<file path="src/design/kcrt_pkg.sv">
`default_nettype none

package kcrt_pkg;

    // Number of digits in the keypad entry and the digit store.
    localparam int ENTRY_DIGITS = 3;
    // Number of seven-segment positions driven.
    localparam int SHOW_DIGITS  = 3;

    localparam int FUNC_W  = 1;
    localparam int KEY_W   = 4;
    localparam int DIGIT_W = 4;
    localparam int SEG_W   = 7;
    localparam int SEC_W   = 16;
    localparam int MODE_W  = 3;

    localparam int IDX_W = (ENTRY_DIGITS > 1) ? $clog2(ENTRY_DIGITS) : 1;

    // Largest value the entry can display, plus one.
    localparam int DEC_LIMIT = 10 ** ENTRY_DIGITS;
    // Entry value with every digit at its largest stored code fits in this width.
    localparam int ENT_W     = $clog2(11 * DEC_LIMIT);
    localparam int SCALED_W  = ENT_W + 6;

    localparam logic [SEC_W-1:0] SEC_PER_MIN = SEC_W'(60);
    localparam logic [SEC_W-1:0] SEC_MAX     = {SEC_W{1'b1}};

    // floor(s / 60) == (s * MIN_RECIP) >> MIN_SHIFT for every 16-bit s.
    localparam int MIN_RECIP_W = 17;
    localparam int MIN_SHIFT   = 22;
    localparam int PROD_W      = SEC_W + MIN_RECIP_W;
    localparam logic [MIN_RECIP_W-1:0] MIN_RECIP = MIN_RECIP_W'(69906);

    // Binary to BCD conversion of the count, one bit per step.
    localparam int BCD_DIGITS = 5;
    localparam int BCD_W      = BCD_DIGITS * DIGIT_W;
    localparam int CONV_STEPS = SEC_W;
    localparam int CNT_W      = $clog2(CONV_STEPS);

    localparam logic [MODE_W-1:0] MODE_RESET   = 3'd0;
    localparam logic [MODE_W-1:0] MODE_MIN_ON  = 3'd1;
    localparam logic [MODE_W-1:0] MODE_SEC_ON  = 3'd2;
    localparam logic [MODE_W-1:0] MODE_MIN_OFF = 3'd3;
    localparam logic [MODE_W-1:0] MODE_SEC_OFF = 3'd4;
    localparam logic [MODE_W-1:0] MODE_RUN     = 3'd5;

    localparam logic [FUNC_W-1:0] FUNC_TICK = 1'b0;
    localparam logic [FUNC_W-1:0] FUNC_KEY  = 1'b1;

    localparam logic [KEY_W-1:0] KEY_DIGIT_LIMIT = 4'd10;
    localparam logic [KEY_W-1:0] KEY_STAR        = 4'd10;
    localparam logic [KEY_W-1:0] KEY_HASH        = 4'd11;

    localparam logic [DIGIT_W-1:0] DIGIT_ZERO = 4'd0;
    localparam logic [DIGIT_W-1:0] DASH_CODE  = 4'd10;

    localparam logic [SEG_W-1:0] SEG_DASH  = 7'h40;
    localparam logic [SEG_W-1:0] SEG_BLANK = 7'h00;

    typedef struct packed {
        logic [FUNC_W-1:0] func;
        logic [KEY_W-1:0]  key;
    } item_t;

    typedef struct packed {
        logic [SEG_W-1:0]  seg_ones;
        logic [SEG_W-1:0]  seg_tens;
        logic [SEG_W-1:0]  seg_hundreds;
        logic              relay;
        logic [SEC_W-1:0]  remaining_seconds;
        logic [MODE_W-1:0] mode_code;
    } result_t;

    typedef struct packed {
        logic             capture;
        logic             apply;
        logic             entry_step;
        logic             load_count;
        logic             check;
        logic             conv_step;
        logic             show;
        logic             out_load;
        logic [IDX_W-1:0] idx;
    } dp_cmd_t;

    typedef struct packed {
        logic run_start;
        logic secs_nonzero;
    } dp_status_t;

    function automatic logic [SEG_W-1:0] seg_of(input logic [DIGIT_W-1:0] d);
        logic [SEG_W-1:0] s;
        case (d)
            4'd0:      s = 7'h3F;
            4'd1:      s = 7'h06;
            4'd2:      s = 7'h5B;
            4'd3:      s = 7'h4F;
            4'd4:      s = 7'h66;
            4'd5:      s = 7'h6D;
            4'd6:      s = 7'h7D;
            4'd7:      s = 7'h07;
            4'd8:      s = 7'h7F;
            4'd9:      s = 7'h67;
            DASH_CODE: s = SEG_DASH;
            default:   s = SEG_BLANK;
        endcase
        return s;
    endfunction

endpackage

`default_nettype wire

</file>
<file path="src/design/kcrt_datapath.sv">
`default_nettype none

module kcrt_datapath (
    input  wire logic                 clk,
    input  wire logic                 rst_n,
    input  wire kcrt_pkg::item_t      item,
    input  wire kcrt_pkg::dp_cmd_t    cmd,
    output kcrt_pkg::dp_status_t      status,
    output kcrt_pkg::result_t         result
);
    import kcrt_pkg::*;

    logic [FUNC_W-1:0]  func_reg, func_next;
    logic [KEY_W-1:0]   key_reg, key_next;

    logic [MODE_W-1:0]  mode_reg, mode_next;
    logic [DIGIT_W-1:0] digit_reg  [ENTRY_DIGITS];
    logic [DIGIT_W-1:0] digit_next [ENTRY_DIGITS];
    logic               min_res_reg, min_res_next;
    logic               end_on_reg, end_on_next;
    logic               end_off_reg, end_off_next;
    logic [SEC_W-1:0]   secs_reg, secs_next;
    logic               relay_reg, relay_next;

    logic [ENT_W-1:0]   ent_reg, ent_next;
    logic [SEC_W-1:0]   conv_val_reg, conv_val_next;
    logic [SEC_W-1:0]   bin_reg, bin_next;
    logic [BCD_W-1:0]   bcd_reg, bcd_next;
    result_t            result_reg, result_next;

    logic [SEC_W-1:0]    secs_dec;
    logic [MODE_W-1:0]   mode_plus;
    logic [SCALED_W-1:0] scaled;
    logic [PROD_W-1:0]   prod;
    logic [SEC_W-1:0]    quot;
    logic                min_res_kept;
    logic [BCD_W-1:0]    bcd_adj;
    logic                over_range;
    logic                relay_out;
    logic [DIGIT_W-1:0]  shown [SHOW_DIGITS];

    assign secs_dec   = secs_reg - SEC_W'(1);
    assign mode_plus  = mode_reg + MODE_W'(1);
    assign prod       = PROD_W'(secs_reg) * PROD_W'(MIN_RECIP);
    assign quot       = SEC_W'(prod >> MIN_SHIFT);
    assign over_range = (32'(conv_val_reg) >= 32'(DEC_LIMIT));
    assign scaled     = min_res_reg ? ((SCALED_W'(ent_reg) << 6) - (SCALED_W'(ent_reg) << 2))
                                    : SCALED_W'(ent_reg);
    assign min_res_kept = min_res_reg && (secs_reg >= SEC_PER_MIN);

    // Display positions beyond the entry width show zero.
    for (genvar j = 0; j < SHOW_DIGITS; j++) begin : g_shown
        if (j < ENTRY_DIGITS) begin : g_live
            assign shown[j] = digit_reg[j];
        end
        else begin : g_pad
            assign shown[j] = DIGIT_ZERO;
        end
    end

    always_comb
    begin
        for (int j = 0; j < BCD_DIGITS; j++) begin
            if (bcd_reg[j*DIGIT_W +: DIGIT_W] >= DIGIT_W'(5)) begin
                bcd_adj[j*DIGIT_W +: DIGIT_W] = bcd_reg[j*DIGIT_W +: DIGIT_W] + DIGIT_W'(3);
            end
            else begin
                bcd_adj[j*DIGIT_W +: DIGIT_W] = bcd_reg[j*DIGIT_W +: DIGIT_W];
            end
        end
    end

    always_comb
    begin
        relay_out = relay_reg;
        if (end_on_reg) begin
            relay_out = 1'b1;
        end
        else if (end_off_reg && (secs_reg != '0)) begin
            relay_out = 1'b1;
        end
        if (!end_on_reg && !end_off_reg) begin
            relay_out = 1'b0;
        end
    end

    always_comb
    begin
        func_next     = func_reg;
        key_next      = key_reg;
        mode_next     = mode_reg;
        digit_next    = digit_reg;
        min_res_next  = min_res_reg;
        end_on_next   = end_on_reg;
        end_off_next  = end_off_reg;
        secs_next     = secs_reg;
        relay_next    = relay_reg;
        ent_next      = ent_reg;
        conv_val_next = conv_val_reg;
        bin_next      = bin_reg;
        bcd_next      = bcd_reg;
        result_next   = result_reg;

        if (cmd.capture) begin
            func_next = item.func;
            key_next  = item.key;
        end

        if (cmd.apply) begin
            ent_next = '0;
            if (func_reg == FUNC_TICK) begin
                if (secs_reg != '0) begin
                    secs_next = secs_dec;
                    if (secs_dec == '0) begin
                        if (!end_off_reg) begin
                            end_on_next = 1'b1;
                        end
                        else begin
                            end_off_next = 1'b0;
                            end_on_next  = 1'b0;
                        end
                        for (int i = 0; i < ENTRY_DIGITS; i++) begin
                            digit_next[i] = DIGIT_ZERO;
                        end
                    end
                end
            end
            else begin
                unique case (key_reg)
                    KEY_STAR:
                    begin
                        if (mode_reg <= MODE_MIN_OFF) begin
                            mode_next = mode_plus;
                            for (int i = 1; i < ENTRY_DIGITS; i++) begin
                                digit_next[i] = DASH_CODE;
                            end
                            digit_next[0] = DIGIT_W'(mode_plus);
                        end
                        else if (mode_reg == MODE_SEC_OFF) begin
                            mode_next = MODE_RESET;
                            for (int i = 0; i < ENTRY_DIGITS; i++) begin
                                digit_next[i] = DIGIT_ZERO;
                            end
                        end
                        else if (mode_reg == MODE_RUN) begin
                            mode_next   = MODE_RESET;
                            end_on_next = 1'b0;
                            secs_next   = '0;
                            relay_next  = 1'b0;
                            for (int i = 0; i < ENTRY_DIGITS; i++) begin
                                digit_next[i] = DIGIT_ZERO;
                            end
                        end
                    end
                    KEY_HASH:
                    begin
                        // Starting a count from the run mode is sequenced separately.
                        if ((mode_reg >= MODE_MIN_ON) && (mode_reg <= MODE_SEC_OFF)) begin
                            min_res_next = (mode_reg == MODE_MIN_ON) ||
                                           (mode_reg == MODE_MIN_OFF);
                            end_on_next  = 1'b0;
                            end_off_next = (mode_reg >= MODE_MIN_OFF);
                            for (int i = 0; i < ENTRY_DIGITS; i++) begin
                                digit_next[i] = DIGIT_ZERO;
                            end
                        end
                    end
                    default:
                    begin
                        if ((key_reg < KEY_DIGIT_LIMIT) && (mode_reg != MODE_RESET) &&
                            (digit_reg[ENTRY_DIGITS-1] == DIGIT_ZERO)) begin
                            for (int i = ENTRY_DIGITS - 1; i > 0; i--) begin
                                digit_next[i] = digit_reg[i-1];
                            end
                            digit_next[0] = DIGIT_W'(key_reg);
                            mode_next     = MODE_RUN;
                        end
                    end
                endcase
            end
        end

        if (cmd.entry_step) begin
            ent_next = (ent_reg << 3) + (ent_reg << 1) + ENT_W'(digit_reg[cmd.idx]);
        end

        if (cmd.load_count) begin
            if (scaled > SCALED_W'(SEC_MAX)) begin
                secs_next = SEC_MAX;
            end
            else begin
                secs_next = scaled[SEC_W-1:0];
            end
        end

        if (cmd.check) begin
            min_res_next  = min_res_kept;
            conv_val_next = min_res_kept ? quot : secs_reg;
            bin_next      = min_res_kept ? quot : secs_reg;
            bcd_next      = '0;
        end

        if (cmd.conv_step) begin
            bcd_next = {bcd_adj[BCD_W-2:0], bin_reg[SEC_W-1]};
            bin_next = bin_reg << 1;
        end

        if (cmd.show) begin
            for (int i = 0; i < ENTRY_DIGITS; i++) begin
                digit_next[i] = over_range ? DIGIT_ZERO : bcd_reg[i*DIGIT_W +: DIGIT_W];
            end
        end

        if (cmd.out_load) begin
            relay_next                    = relay_out;
            result_next.seg_ones          = seg_of(shown[0]);
            result_next.seg_tens          = seg_of(shown[1]);
            result_next.seg_hundreds      = seg_of(shown[2]);
            result_next.relay             = relay_out;
            result_next.remaining_seconds = secs_reg;
            result_next.mode_code         = mode_reg;
        end
    end

    always_ff @(posedge clk or negedge rst_n)
    begin
        if (!rst_n) begin
            mode_reg    <= MODE_RESET;
            min_res_reg <= 1'b0;
            end_on_reg  <= 1'b0;
            end_off_reg <= 1'b0;
            secs_reg    <= '0;
            relay_reg   <= 1'b0;
            for (int i = 0; i < ENTRY_DIGITS; i++) begin
                digit_reg[i] <= DIGIT_ZERO;
            end
        end
        else begin
            mode_reg    <= mode_next;
            min_res_reg <= min_res_next;
            end_on_reg  <= end_on_next;
            end_off_reg <= end_off_next;
            secs_reg    <= secs_next;
            relay_reg   <= relay_next;
            digit_reg   <= digit_next;
        end
    end

    always_ff @(posedge clk)
    begin
        func_reg     <= func_next;
        key_reg      <= key_next;
        ent_reg      <= ent_next;
        conv_val_reg <= conv_val_next;
        bin_reg      <= bin_next;
        bcd_reg      <= bcd_next;
        result_reg   <= result_next;
    end

    assign status.run_start    = (func_reg == FUNC_KEY) && (key_reg == KEY_HASH) &&
                                 (mode_reg == MODE_RUN);
    assign status.secs_nonzero = (secs_reg != '0);
    assign result              = result_reg;

endmodule

`default_nettype wire

</file>
<file path="src/design/kcrt_ctrl.sv">
`default_nettype none

module kcrt_ctrl (
    input  wire logic                  clk,
    input  wire logic                  rst_n,
    input  wire logic                  item_valid,
    output logic                       item_ready,
    output logic                       result_valid,
    input  wire logic                  result_ready,
    input  wire kcrt_pkg::dp_status_t  status,
    output kcrt_pkg::dp_cmd_t          cmd
);
    import kcrt_pkg::*;

    localparam logic [2:0] S_IDLE  = 3'd0;
    localparam logic [2:0] S_APPLY = 3'd1;
    localparam logic [2:0] S_ENTRY = 3'd2;
    localparam logic [2:0] S_LOAD  = 3'd3;
    localparam logic [2:0] S_CHECK = 3'd4;
    localparam logic [2:0] S_CONV  = 3'd5;
    localparam logic [2:0] S_SHOW  = 3'd6;
    localparam logic [2:0] S_OUT   = 3'd7;

    logic [2:0]       state_reg, state_next;
    logic [CNT_W-1:0] cnt_reg, cnt_next;
    logic             out_valid_reg, out_valid_next;

    always_comb
    begin
        state_next     = state_reg;
        cnt_next       = cnt_reg;
        out_valid_next = out_valid_reg;
        cmd            = '0;
        cmd.idx        = cnt_reg[IDX_W-1:0];
        item_ready     = 1'b0;

        if (out_valid_reg && result_ready) begin
            out_valid_next = 1'b0;
        end

        unique case (state_reg)
            S_IDLE:
            begin
                item_ready = 1'b1;
                if (item_valid) begin
                    cmd.capture = 1'b1;
                    state_next  = S_APPLY;
                end
            end
            S_APPLY:
            begin
                cmd.apply = 1'b1;
                if (status.run_start) begin
                    cnt_next   = CNT_W'(ENTRY_DIGITS - 1);
                    state_next = S_ENTRY;
                end
                else begin
                    state_next = S_CHECK;
                end
            end
            S_ENTRY:
            begin
                // Most significant digit first.
                cmd.entry_step = 1'b1;
                if (cnt_reg == '0) begin
                    state_next = S_LOAD;
                end
                else begin
                    cnt_next = cnt_reg - CNT_W'(1);
                end
            end
            S_LOAD:
            begin
                cmd.load_count = 1'b1;
                state_next     = S_CHECK;
            end
            S_CHECK:
            begin
                if (status.secs_nonzero) begin
                    cmd.check  = 1'b1;
                    cnt_next   = '0;
                    state_next = S_CONV;
                end
                else begin
                    state_next = S_OUT;
                end
            end
            S_CONV:
            begin
                cmd.conv_step = 1'b1;
                if (cnt_reg == CNT_W'(CONV_STEPS - 1)) begin
                    state_next = S_SHOW;
                end
                else begin
                    cnt_next = cnt_reg + CNT_W'(1);
                end
            end
            S_SHOW:
            begin
                cmd.show   = 1'b1;
                state_next = S_OUT;
            end
            S_OUT:
            begin
                if (!out_valid_reg || result_ready) begin
                    cmd.out_load   = 1'b1;
                    out_valid_next = 1'b1;
                    state_next     = S_IDLE;
                end
            end
            default:
            begin
                state_next = S_IDLE;
            end
        endcase
    end

    always_ff @(posedge clk or negedge rst_n)
    begin
        if (!rst_n) begin
            state_reg     <= S_IDLE;
            cnt_reg       <= '0;
            out_valid_reg <= 1'b0;
        end
        else begin
            state_reg     <= state_next;
            cnt_reg       <= cnt_next;
            out_valid_reg <= out_valid_next;
        end
    end

    assign result_valid = out_valid_reg;

endmodule

`default_nettype wire

</file>
<file path="src/design/keypad_countdown_relay_timer_top.sv">
`default_nettype none

// Countdown relay timer. Each input beat is either a one-second tick or a
// keypad key (digits 0-9, star, hash); each input beat produces exactly one
// result beat carrying three seven-segment codes, the relay level, the
// seconds left and the current mode code. Items are handled one at a time:
// a hash that starts a count first builds the entered value digit by digit,
// and whenever a count is live the remaining time goes through a 16-step
// bit-serial binary to BCD conversion before the result is offered. A new
// input beat is taken as soon as the previous result has been loaded into
// the output register, even if the downstream side has not yet taken it.
module keypad_countdown_relay_timer_top (
    input  wire logic               clk,
    input  wire logic               rst_n,
    input  wire logic               item_valid,
    output logic                    item_ready,
    input  wire kcrt_pkg::item_t    item,
    output logic                    result_valid,
    input  wire logic               result_ready,
    output kcrt_pkg::result_t       result
);
    import kcrt_pkg::*;

    dp_cmd_t    cmd;
    dp_status_t status;

    // The controller sequences each beat: apply the key or tick, build the
    // entered value when a count starts, then convert the remaining time for
    // the display and hold the result until it is taken.
    kcrt_ctrl u_ctrl (
        .clk          (clk),
        .rst_n        (rst_n),
        .item_valid   (item_valid),
        .item_ready   (item_ready),
        .result_valid (result_valid),
        .result_ready (result_ready),
        .status       (status),
        .cmd          (cmd)
    );

    // The datapath holds the mode, the digit store, the count, the relay
    // flags and the output register.
    kcrt_datapath u_datapath (
        .clk    (clk),
        .rst_n  (rst_n),
        .item   (item),
        .cmd    (cmd),
        .status (status),
        .result (result)
    );

endmodule

`default_nettype wire
</file>
<file path="config.mk">
export PLATFORM = sky130hd
export DESIGN_NAME = keypad_countdown_relay_timer_top
export DESIGN_NICKNAME = d
export VERILOG_FILES = /design/src/design/kcrt_pkg.sv /design/src/design/kcrt_datapath.sv /design/src/design/kcrt_ctrl.sv /design/src/design/keypad_countdown_relay_timer_top.sv
export SDC_FILE = /design/constraint.sdc
export NUM_CORES = 1
export LEC_CHECK = 0
export BUFFER_PORTS_ARGS = -buffer_cell sky130_fd_sc_hd__buf_2
export CORE_ASPECT_RATIO = 1.5
export CORE_MARGIN = 2
export CORE_UTILIZATION = 45
export DETAILED_ROUTE_END_ITERATION = 8
export PLACE_DENSITY = 0.69
export RECOVER_POWER = 25
export SYNTH_ARGS = -nofsm -noshare
export SYNTH_HDL_FRONTEND = slang
export SYNTH_SLANG_ARGS = --single-unit
</file>
<file path="constraint.sdc">
create_clock -name clk -period 4.27 [get_ports clk]
set_input_delay 0.854 -clock clk [delete_from_list [all_inputs] [get_ports clk]]
set_output_delay 0.854 -clock clk [all_outputs]
set_load 0.005 [all_outputs]
</file>
Word-level counts from Yosys, hierarchy flattened
Memories as Yosys holds them, arrays and structs flattened. A register that Yosys moved wholly into a read port is not among the register bits.
Cells that the tools add are included.
W data, S select, Z words.
- flip-flop bits (word level): 134
- bits in read-only memories: 336
- input port bits: 9
- memories: 3
- memory list (memory ; depth ; width ; rd ports ; clocked after Yosys merged registers in ; write ports ; RTL line ; RTL):
    (no name shown) ; 16 ; 7 ; 1 ; 1 ; 0 ; kcrt_pkg.sv:93 ; case (d)
    (no name shown) ; 16 ; 7 ; 1 ; 1 ; 0 ; kcrt_pkg.sv:93 ;
    (no name shown) ; 16 ; 7 ; 1 ; 1 ; 0 ; kcrt_pkg.sv:93 ;
- add/sub/neg operators: 12
- multiply operators: 1
- order comparisons: 14
- equal/unequal tests: 39
- multiplexer cells: 97
- bitwise gates (word level): 2
- reduce and logical (&&, ||, !) cells: 48
- operators by type and width (operator ; number):
    $mux W16 ; 12
    $mux W12 ; 10
    $mux W20 ; 3
    $mux W4 ; 13
    $mux W1 ; 40
    $mul A16 B16 Y32 const B ; 1
    $mux W3 ; 10
    $reduce_bool A2 Y1 ; 15
    $mux W14 ; 2
    $ne A3 B3 Y1 const B ; 9
    $pmux W12 S2 ; 1
    $pmux W3 S8 ; 1
    $ge A4 B3 Y1 const B ; 5
    $gt A20 B16 Y1 const B ; 1
    $sub A20 B16 Y20 ; 1
    $eq A3 B3 Y1 const B ; 6
    $ne A2 B2 Y1 const B ; 9
    $reduce_and A6 Y1 ; 3
    $add A4 B2 Y4 const B ; 4
    $ge A16 B10 Y1 const B ; 1
    $ge A16 B6 Y1 const B ; 1
    $logic_not A16 Y1 ; 1
    $pmux W4 S4 ; 1
    $reduce_bool A16 Y1 ; 1
    other kinds (37) ; 62

Logic depth before layout (Yosys ltp)
- depth in word-level cells: 8
- depth in mapped cells: 16
- mapped depth without buffers: 16

Modules after synthesis
A second synthesis with hierarchy kept.
- cell total of the unflattened synthesis: 1163
- area total of the unflattened synthesis: 11438.5 um^2
- by module, submodules not included (module ; instances ; cells each ; area each (um^2) ; sequential area each (um^2)):
    kcrt_datapath ; 1 ; 1073 ; 10664.0 ; 3898.7
    kcrt_ctrl ; 1 ; 90 ; 774.5 ; 200.2

Worst setup path before layout
Ideal clock, no wire load.
- kind: flip-flop to flip-flop
- start point: register u_datapath.secs_reg[7]
- end point: register u_datapath.bin_reg[7] (data pin)
- library setup time: 0.256 ns
- arrival: 4.430 ns
- path slack: -0.416 ns
- stages on the path, launching flop included: 16
- path buffers: 0
- cells stage by stage: dfrtp_1 ha_1 fa_1 inv_1 fa_1 inv_1 ha_1 ha_1 ha_1 a211oi_1 o221ai_1 a41o_1 or3_1 a211oi_1 o21ai_0 a22o_1
- cells in the longest elaborated chain, start to end: 5
- elaborated cells between the ends (all ways): 6
- those cells by class: mul: 1; order compare: 1; mux: 3; reduce/logical: 1
- RTL lines (element ; RTL line ; RTL):
    from (decl) ; kcrt_datapath.sv:22 ; logic [SEC_W-1:0] secs_reg, secs_next;
    from (signal assigned) ; kcrt_datapath.sv:243 ; secs_reg <= secs_next;
    branches (longest 2 deep; another with $mul A16 B16 Y32) ; n/a ;
    $mux W16 * ; n/a ;
    $mux W16 * ; kcrt_datapath.sv:196 ; if (cmd.check) begin
    $mux W16 * ; kcrt_datapath.sv:203 ; if (cmd.conv_step) begin
    via u_datapath.bin_next[7] ; kcrt_datapath.sv:27 ; logic [SEC_W-1:0] bin_reg, bin_next;
    to (signal assigned) ; kcrt_datapath.sv:255 ; bin_reg <= bin_next;
    to (decl) ; kcrt_datapath.sv:27 ;
Mark *: on every way through the listed nets, which the timed path passes. The select of a mux whose other input is x is not followed.
A chain may end at the register's enable or synchronous reset.

Final worst setup path
- start point: register u_datapath.secs_reg[2]
- end point: register u_datapath.bin_reg[5] (data pin)
The elaborated chain is that of the path after synthesis.

==> flow_summary.yaml <==
status:
  status: "finished with violations"
  violations: "capacitance limit, slew limit, setup timing"
hold_path:
  hp-start: "u_datapath.end_on_reg$_DFFE_PN0P_"
  hold_path_class: "flip-flop to flip-flop"
synthesis:
  synth_fa_ha_area_share_pct: 22.2
  avgSynthCellArea_sq_um: 9.74
  synth_cell_type_count: 78
  syn_nets: 1327
  synth_top_family_by_area: "adder cells"
  ys_seq_area_share_pct: 37.1
  syn_area_sq_um: 11100
  synthArstFlopShare_pct: 29.9
  synth-seq-cells: 144
  yosys_warnings: 0
  synth_xor_area_share_pct: 2.85
  synth_compound_area_share_pct: 17.7
  muxShareOfSynthArea_pct: 1.77
  synthFlopType: "edfxtp_1"
  synth_edf_count: 100
  synthSimpleGateAreaFrac_pct: 13.5
  syn-instance-count: 1135
timing:
  report.final.slew_viol_count: 44
  relSlewSlack_pct: -76.6
  period_needed_ps: 4390
  setup_viol: 13
  tightest_slew_ps: 2650
  finalSetupTns_ps: -816
  fin_ws_ps: -121
  max_freq_ghz: 0.228
  skew_ps: 14.3
  period_share_pct: 103
  whs_ps: 500
  hold_viol: 0
  rsz0062_at_grt: "yes"
global_route:
  grt_max_degree: 44
  grt_pass1_wl_um: 45700
  grt_pass1_vias: 9182
  track_usage_pct: 22.4
  antenna_found_initial: 0
  grt-ovfl-total: 0
die:
  die_y_um: 196
  io_pins: 52
  chipWidth_um: 132
  rows: 70
  dieArea_sq_um: 25900
  core_sq_um: 24300
  start_util_pct: 45.6
route:
  avgViaCountPerCell: 5.81
  drtIter0Drc: 703
  final_antenna_net_count: 0
  wirelength_um: 28600
  remaining_drc_errors: 0
  wl_per_cell_um: 18.3
  vias: 9080
  drt_pre_antenna_iters: 7
placed_design:
  dp_hpwl_um: 21300
  port_buffers: 51
  placed_area_sq_um: 12100
  gp_congestion: 0.905
worst_setup_path:
  path_class: "flip-flop to flip-flop"
  cp-end-kind: "flip-flop"
  worstSetupStartpoint: "u_datapath.secs_reg[2]$_DFFE_PN0P_"
  required_ps: 4460
  crit_chain: "ha_4 -> fa_1 -> inv_2 -> fa_1 -> inv_2 -> ha_4 -> ha_4 -> ha_4 -> nand4_1 -> nor2_1 -> o311a_1 -> a2111oi_4 -> a21o_1 -> a31oi_4 -> mux2i_1 -> o211ai_1"
  cp-start-kind: "flip-flop"
  reg2reg_from: "u_datapath.secs_reg[2]$_DFFE_PN0P_"
  crit_family: "adder cells"
  cp.arrival_ps: 4580
  worst-path-max-fanout: 4
  slowest_delay_ps: 520
  critPathSlowestCell: "fa_1"
  crit_path_frequent_cell: "ha_4"
  critPathBufInv: 2
finish:
  antenna_cells: 0
  final_area_sq_um: 13100
  layout-drive-gt1-share_pct: 17.0
  synthToLayoutAreaGrowth_pct: 18.1
  largest_reg_flops: 41
  utilization_pct: 53.8
  nets: 1419
clock_network:
  cts.sinks: 144
  clock_latency_ps: 440
  clockBufferDepth: 2
  numCtsBuffers: 17
  cts_max_level: 4
  root_buffer: "clkbuf_16"
  cts_tree: "yes"
  clkTransAtPathRegs_ps: 70
  cts_hold_buf: 0
job:
  drv_cap: 1
==> placed cells by master, fill, tap and decap left out, drive strengths merged, types with 5 or more instances in the layout <==
cell type,instances
ha,161
nor2,110
edfxtp,100
inv,98
buf,96
o21ai,92
nand2,89
a21oi,72
dfrtp,43
clkbuf,34
nor3,27
xnor2,24
fa,22
a21o,18
nand3,18
mux2i,15
o22ai,14
a22o,12
xor2,12
a211oi,11
and3,10
nand2b,10
a22oi,10
o31ai,9
nand4,8
o21a,8
a31oi,8
nor2b,8
or3,7
o221ai,7
a2bb2oi,6
or2,5
and2,5
clkinv,5
==> layer usage <==
metal  global-route usage [%]  part of all wire, %
met1                     23.7                   38
met5                        0                    0
met2                     41.3                   53
met4                     14.0                  5.5
met3                     3.80                  3.6
==> area by class of cell <==
cell class / count / area (sq um)
Multi-Input combinational cell: 857 / 6920
Inverter: 96 / 360
Clock inverter: 13 / 185
Timing Repair Buffer: 111 / 652
Tap cell: 324 / 405
Sequential cell: 144 / 4100
Clock buffer: 19 / 433
Fill cell: 2118 / 11200
==> logic make-up after synthesis <==
logic type,Yosys count
AOI/OAI and AO/OA,302
xor gates and xnor gates,36
adders and majority gates,183
buffers and inverters,134
DFF,144
muxes,19
and+or+nand+nor,317
==> cells in the mapped netlist, types with 7 or more instances <==
library cell | instances | area share (%)
a211oi_1 | 11 | 0.75
a21o_1 | 18 | 1.2
a21oi_1 | 72 | 3.3
a22o_1 | 12 | 0.95
a22oi_1 | 9 | 0.61
a31oi_1 | 8 | 0.45
and3_1 | 10 | 0.57
buf_2 | 7 | 0.32
clkbuf_1 | 29 | 0.98
dfrtp_1 | 43 | 9.7
edfxtp_1 | 100 | 27
fa_1 | 22 | 4.0
ha_1 | 161 | 18
inv_1 | 94 | 3.2
mux2i_1 | 15 | 1.4
nand2_1 | 87 | 3.0
nand2b_1 | 10 | 0.57
nand3_1 | 18 | 0.81
nand4_1 | 8 | 0.45
nor2_1 | 110 | 3.7
nor2b_1 | 8 | 0.45
nor3_1 | 27 | 1.2
o21a_1 | 8 | 0.54
o21ai_0 | 91 | 4.1
o221ai_1 | 7 | 0.55
o22ai_1 | 13 | 0.74
o31ai_1 | 9 | 0.61
xnor2_1 | 24 | 1.9
xor2_1 | 12 | 0.95
==> stage by stage <==
stage               std cells  setup slack (ps)
global route             1564              -242
floorplan                1135              2.59
CTS                      1561             -88.6
finish                   1564              -121
global placement         1528              -123
detailed placement       1528              -219
==> worst paths after layout <==
check	end	slack, ps	cells past startpoint
min	u_datapath.end_on_reg$_DFFE_PN0P_	500	1
max	u_datapath.bin_reg[5]$_DFFE_PP_	-120	16
max in group asynchronous	u_datapath.secs_reg[7]$_DFFE_PN0P_	1330	1
max reg2reg	u_datapath.bin_reg[5]$_DFFE_PP_	-120	16
min in group asynchronous	u_datapath.min_res_reg$_DFFE_PN0P_	1250	1
min reg2reg	u_datapath.end_on_reg$_DFFE_PN0P_	500	1
==> worst reg2reg max path, cell delays in order, from the launching register on <==
cell and delay [ps]:
dfrtp_1 410, ha_4 280, fa_1 530, inv_2 50
fa_1 520, inv_2 60, ha_4 240, ha_4 270
ha_4 190, nand4_1 140, nor2_1 60, o311a_1 330
a2111oi_4 390, a21o_1 270, a31oi_4 120, mux2i_1 180
o211ai_1 110
==> timing repair <==
action                     4_1_cts  5_1_grt
setup buffers                    2        3
setup endpoints to repair       16       18
pin swaps                       37       26
gates resized for setup         28       29
Power is left out: the tool's default activity adds up to more than one toggle a clock period on the data nets, which glitch-free logic cannot reach.
